===== src/design/nvcr_pkg.sv =====
// Shared constants and widths for the normalized vote class readout.
package nvcr_pkg;
    localparam int N_CLASSES  = 10;
    localparam int N_NETWORKS = 64;
    localparam int N_NEURONS  = N_CLASSES * N_NETWORKS;

    localparam int ADDR_W  = $clog2(N_NEURONS);
    localparam int CLS_W   = $clog2(N_CLASSES);
    localparam int NET_W   = (N_NETWORKS > 1) ? $clog2(N_NETWORKS) : 1;
    localparam int CNT_W   = 16;
    localparam int TOT_W   = CNT_W + $clog2(N_CLASSES);
    localparam int QUO_W   = 17;
    localparam int SUM_W   = 23;
    localparam int STEP_W  = $clog2(QUO_W + 1);
    localparam int NUSE_W  = 7;
    localparam int PER_W   = 16;
    localparam int CFGI_W  = 4;

    // Configuration register indexes.
    localparam logic [CFGI_W-1:0] CFG_PERIOD   = CFGI_W'(0);
    localparam logic [CFGI_W-1:0] CFG_NETWORKS = CFGI_W'(1);

    // Request codes.
    localparam logic REQ_FIRE = 1'b0;
    localparam logic REQ_TICK = 1'b1;

    typedef logic [ADDR_W-1:0] t_addr;
    typedef logic [CNT_W-1:0]  t_count;
endpackage


===== src/design/nvcr_divider.sv =====
// Restoring divider, one quotient bit per cycle while busy: (count * 65536) / total.
module nvcr_divider (
    input  logic                                i_clk,
    input  logic                                i_rst_n,
    input  logic                                i_start,
    input  nvcr_pkg::t_count                    i_count,
    input  logic [nvcr_pkg::TOT_W-1:0]          i_total,
    output logic                                o_done,
    output logic [nvcr_pkg::QUO_W-1:0]          o_quot
);
    import nvcr_pkg::*;

    logic [TOT_W:0]    r_rem;
    logic [TOT_W-1:0]  r_div;
    logic [QUO_W-1:0]  r_quot;
    logic [STEP_W-1:0] r_step;
    logic              r_busy;
    logic              r_done;
    logic              ge;
    logic [TOT_W:0]    rem_sub;

    // The remainder stays below the divisor, so the shifted value fits.
    always_comb begin
        ge      = (r_rem >= {1'b0, r_div});
        rem_sub = ge ? (r_rem - {1'b0, r_div}) : r_rem;
    end

    always_ff @(posedge i_clk) begin
        if (!i_rst_n) begin
            r_busy <= 1'b0;
            r_done <= 1'b0;
            r_step <= '0;
        end else begin
            r_done <= 1'b0;
            if (i_start) begin
                r_busy <= 1'b1;
                r_step <= '0;
                r_rem  <= {(TOT_W + 1 - CNT_W)'(0), i_count};
                r_div  <= i_total;
                r_quot <= '0;
            end else if (r_busy) begin
                r_quot <= {r_quot[QUO_W-2:0], ge};
                r_rem  <= {rem_sub[TOT_W-1:0], 1'b0};
                if (r_step == STEP_W'(QUO_W - 1)) begin
                    r_busy <= 1'b0;
                    r_done <= 1'b1;
                end else begin
                    r_step <= r_step + 1'b1;
                end
            end
        end
    end

    assign o_done = r_done;
    assign o_quot = r_quot;
endmodule

===== config.mk =====
export PLATFORM = sky130hd
export DESIGN_NAME = nvcr_divider
export DESIGN_NICKNAME = d
export VERILOG_FILES = /design/src/design/nvcr_pkg.sv /design/src/design/nvcr_divider.sv
export SDC_FILE = /design/constraint.sdc
export NUM_CORES = 1
export LEC_CHECK = 0
export BUFFER_PORTS_ARGS = -buffer_cell sky130_fd_sc_hd__clkbuf_2
export CAP_MARGIN = 20
export CORE_ASPECT_RATIO = 0.6
export CORE_MARGIN = 2
export CORE_UTILIZATION = 52
export DETAILED_ROUTE_END_ITERATION = 10
export GPL_TIMING_DRIVEN = 0
export PLACE_DENSITY = 0.77
export SYNTH_ARGS = -nofsm -noshare
export SYNTH_HDL_FRONTEND = slang
export SYNTH_SLANG_ARGS = --single-unit

===== constraint.sdc =====
create_clock -name i_clk -period 2.8 [get_ports i_clk]
set_input_delay 0.56 -clock i_clk [delete_from_list [all_inputs] [get_ports i_clk]]
set_output_delay 0.56 -clock i_clk [all_outputs]
set_load 0.01 [all_outputs]

**After elaboration in Yosys (flattened, before gate mapping)**

Cells that the tools add are included.

- Bits in registers: 65
- Output and inout port bits: 18
- Logic and storage cells: 28

- Add/subtract/negate cells: 2
- Magnitude comparators: 1
- Eq/ne operators: 1
- Muxes and demuxes: 8
- Bitwise logic cells: 3
- Reductions and logical operators: 6

Operators with widths:

| cell | count |
|---|---|
| 21-bit by 20-bit >= comparator with 1-bit output | 1 |
| 21-bit 2-to-1 mux | 1 |
| 20-bit 2-to-1 mux | 1 |
| 20-bit subtractor | 1 |
| 17-bit 2-to-1 mux | 1 |
| 16-bit 2-to-1 mux | 1 |
| 2-bit AND reduction | 3 |
| 5-bit by 1-bit adder with 5-bit output (second input constant) | 1 |
| 5-bit == test (second input constant) | 1 |
| 1-bit 2-to-1 mux | 4 |
| 1-bit inverter | 3 |
| 3-bit OR reduction | 1 |
| 2-bit nonzero test | 1 |
| 2-bit OR reduction | 1 |

**Longest topological paths before layout**

- Depth after elaboration: 4
- Depth in mapped cells: 11
- Gate-level depth less buffers: 10

**Least setup slack after synthesis**

Ideal clock, no wire load.

- Path type: register to register
- Start point: register r_rem[14]
- End point: register r_rem[2] (data pin)
- Arrival: 2,418 ps
- Data required time: 2,540 ps
- Slack: 121 ps
- Stages on the path, launching flop included: 11
- Path buffers: 2
- Cell sequence: edfxtp_1 -> ha_1 -> buf_6 -> and3_4 -> nor4b_2 -> a211o_1 -> a221oi_4 -> and2_2 -> buf_6 -> o21ai_2 -> mux2_4

- Cells in the longest elaborated chain, start to end: 4

Ends and longest elaborated chain:

| element | line | text |
|---|---|---|
| start, declared | nvcr_divider.sv:13 | `logic [TOT_W:0] r_rem;` |
| start signal, assigned | nvcr_divider.sv:38 | `r_rem <= {(TOT_W + 1 - CNT_W)'(0), i_count};` |
| start signal, assigned | nvcr_divider.sv:43 | `r_rem <= {rem_sub[TOT_W-1:0], 1'b0};` |
| 21-bit by 20-bit >= comparator with 1-bit output | nvcr_divider.sv:24 | `ge = (r_rem >= {1'b0, r_div});` |
| 20-bit 2-to-1 mux | nvcr_divider.sv:25 | `rem_sub = ge ? (r_rem - {1'b0, r_div}) : r_rem;` |
| 21-bit 2-to-1 mux | nvcr_divider.sv:41 | `end else if (r_busy) begin` |
| 16-bit 2-to-1 mux | nvcr_divider.sv:35 | `if (i_start) begin` |

Every way passes these cells. The select of a mux whose other input is x is not followed.
A chain may end at the register's enable or synchronous reset.

**Worst setup path after layout**

- Start point: register r_rem[15]
- End point: register r_rem[2] (data pin)

The elaborated chain is that of the path after synthesis.

==> impl_metrics.yaml <==
power:
  power.density_nw_per_um2: 636
  vdd_drop_max_mv: 0.441
  power.total_uw: 3020
  power_leakage_uw: 0.00200
clock_network:
  cts_sinks: 65
  postCtsHoldBufs: 0
  clkLatencyLatePin_ps: 340
  cts_tree: "done"
  clk_path_buf_depth: 2
  htreeDepth: 3
  numCtsBuffers: 9
  cts-root-buf: "clkbuf_16"
  clkTransAtPathRegs_ps: 60
routing:
  drt-met1-wl_mm: 4.53
  via_per_inst: 5.61
  dr.pass1.iters: 5
  num_vias: 3012
  wire_per_inst_um: 16.5
  dr_wl_met2_mm: 3.59
  wl_met3_um: 613
  antenna_left: 0
  top_layer: "met4"
  initialDrtViolationCount: 226
  wl_mm: 8.87
  drc: 0
yosys:
  synth_top_area_share_pct: 45.3
  synth-simple-area-share_pct: 14.8
  synthAdderAreaFrac_pct: 7.68
  syn_area_um2: 3840
  syn_avg_cell_area_um2: 10.7
  synth_compound_area_share_pct: 17.0
  synth_edf_count: 58
  synth_top_family_by_area: "compound AO/OA/AOI/OAI gates"
  yosysWarnings: 0
  synth_cells: 359
  synth_ff_type: "edfxtp_1"
  synth_area_leader_cell: "edfxtp_1"
  synthMuxAreaShare_pct: 3.03
  synth_cell_types: 61
  ys_ff_latch: 65
  syn_nets: 421
  synthArstFlopShare_pct: 0
  synthTopCellsByArea: "edfxtp_1, ha_1, a21oi_1"
  yosysSeqAreaShare_pct: 48.9
  synth_xor_area_share_pct: 3.19
floorplan:
  fp.dieH_um: 70.6
  dieArea_um2: 8120
  row_count: 24
  core_um2: 7210
  initial_core_util_pct: 53.4
  ioPinCount: 57
  die_width_um: 115
worst_setup_path:
  crit_arrival_ps: 2850
  critical_path.cell_chain: "ha_1 > buf_4 > nand4_1 > nor2_1 > a211o_1 > a221oi_4 > and2_4 > buf_8 > o21ai_2 > mux2_4"
  worstPathMaxFanout: 9
  cp_slowest_stage_delay_ps: 400
  criticalPathCategory: "reg -> reg"
  worst-path-buf-inv: 2
  required_ps: 2890
  r2r-end: "r_rem[2]"
  crit_start: "r_rem[15]"
  startpoint_type: "flip-flop"
  path_depth: 10
  crit_path_end: "r_rem[2]"
  end_kind: "flip-flop"
  crit_path_top_delay_cell: "edfxtp_1"
  worstRegToRegCells: 10
  reg2reg_from: "r_rem[15]"
  rrSetupSlack_ps: 40
  critPathTopFamily: "compound AO/OA/AOI/OAI gates"
finish:
  mostFrequentLayoutCell: "edfxtp_1"
  final_nets: 503
  seqCellArea_um2: 1880
  stdcell_count: 537
  antennaDiodeCount: 0
  drive_above_1_share_pct: 28.0
  layout_common_cells: "edfxtp_1, clkbuf_2, nor2_1"
  syn2layout_area_growth_pct: 23.8
  nFillCells: 569
  multi_input_area_um2: 1850
timing:
  tightest_slew_ps: 965
  min_period_ps: 2760
  fin_worst_skew_ps: 6.69
  fmax_mhz: 362
  setup_ws_ps: 40.5
  timing.slew.headroom_pct: 35.6
  whs_ps: 390
  hold_viol: 0
  finalSetupViolCount: 0
  slew_violations: 0
  fin_crit_sh_pct: 98.6
  rsz0062_at_grt: "yes"
grt:
  grt_pass1_wl_mm: 13.8
  antenna_found_initial: 0
  grtUsageTotal_pct: 22.6
  overflow: 0
  grt_pass1_vias: 2809
  grt_max_degree: 39
placed_design:
  hpwl_mm: 6.12
  place_ws_ps: -187
  place_congestion: 0.914
  portBuffers: 56
  dp_cells: 506
outcome:
  outcome: "finished clean"
hold_path:
  hold_path.class: "in -> reg"
flow_run:
  cap_violations: 0
what timing repair did:
item / 4_1_cts / 5_1_grt
endpoints found under the setup margin: 18 / 21
pin swaps: 5 / 14
gates resized for setup: 6 / 18
buffers inserted: 8 / 8
registers in the layout (all words and copies together), names as in the netlist:
name / flops
o_done: 1
r_rem: 21
r_div: 20
r_step: 5
o_quot: 17
r_busy: 1
cell type report:
cell class	instances	share of cell area, %
buffer	13	1.95
clock buffer	13	5.26
clock inverter	3	0.368
inverter	31	2.44
multi-input combinational	248	38.8
sequential	65	39.5
tap	91	2.39
timing repair buffer	73	9.25
metal layers:
| metal | GRT usage [%] | vias to the layer above |
|---|---|---|
| li1 | - | 1472 |
| met3 | 6.60 | 12 |
| met4 | 8.17 | 0 |
| met2 | 30.3 | 107 |
| met1 | 34.7 | 1421 |
| met5 | 0 | - |
Yosys cell counts (2+ instances only):
cell        n
mux2i_1     9
o211ai_1    3
o21ai_0    13
clkbuf_1    7
nand3_1    13
a2111o_1    2
o21bai_1    2
edfxtp_1   58
a2bb2oi_1   4
dfxtp_1     7
nand2b_1    3
a211oi_2    3
o21a_1      7
nand4_1     5
a21oi_1    29
o31ai_1     3
nor2b_1    20
or2_2       2
ha_1       22
o21ai_1     2
nor3_1      3
xnor2_1     6
or4_1       2
nand2_1    14
inv_1      30
nor2_1     33
a21o_1      6
and2_1      2
buf_6       4
xor2_1      8
buf_2       4
or3_1       2
a211oi_1    3
through the flow:
| step | TNS, ps | area, µm² | util [%] |
|---|---|---|---|
| 6_report | 0 | 4760 | 66.0 |
| 5_1_grt | -258 | 4760 | 66.0 |
| 4_1_cts | 0 | 4620 | 64.1 |
| 3_5_place_dp | -1700 | 4240 | 58.8 |
| 3_3_place_gp | -11090 | 4240 | 58.8 |
| 2_1_floorplan | 0 | 3840 | - |
where the power goes:
group	switching, µW	internal (µW)	leakage (µW)	total, µW
sequential	33.6	1150	0.000611	1180
combinational	445	377	0.00126	822
clock	401	620	0.000130	1020
cells by family after synthesis:
logic type	after synthesis
AO/OA/AOI/OAI	92
XOR/XNOR	14
flip-flops	65
buffers and inverters	46
adder cells (fa/ha/maj)	23
AND/OR/NAND/NOR	108
multiplexers	11
how the worst min path moves through the flow:
stage | from | end | slack, ps | depth (start not counted)
final | i_total[14] | r_div[14] | 390 | 1
after floorplan | r_step[4] | r_step[4] | 470 | 2
after global placement | r_step[4] | r_step[4] | 500 | 2
after global routing | i_total[0] | r_div[0] | 390 | 1
after detailed placement | r_step[4] | r_step[4] | 520 | 2
after CTS | i_total[17] | r_div[17] | 380 | 1
No activity file was read; power rests on OpenSTA's default activity.
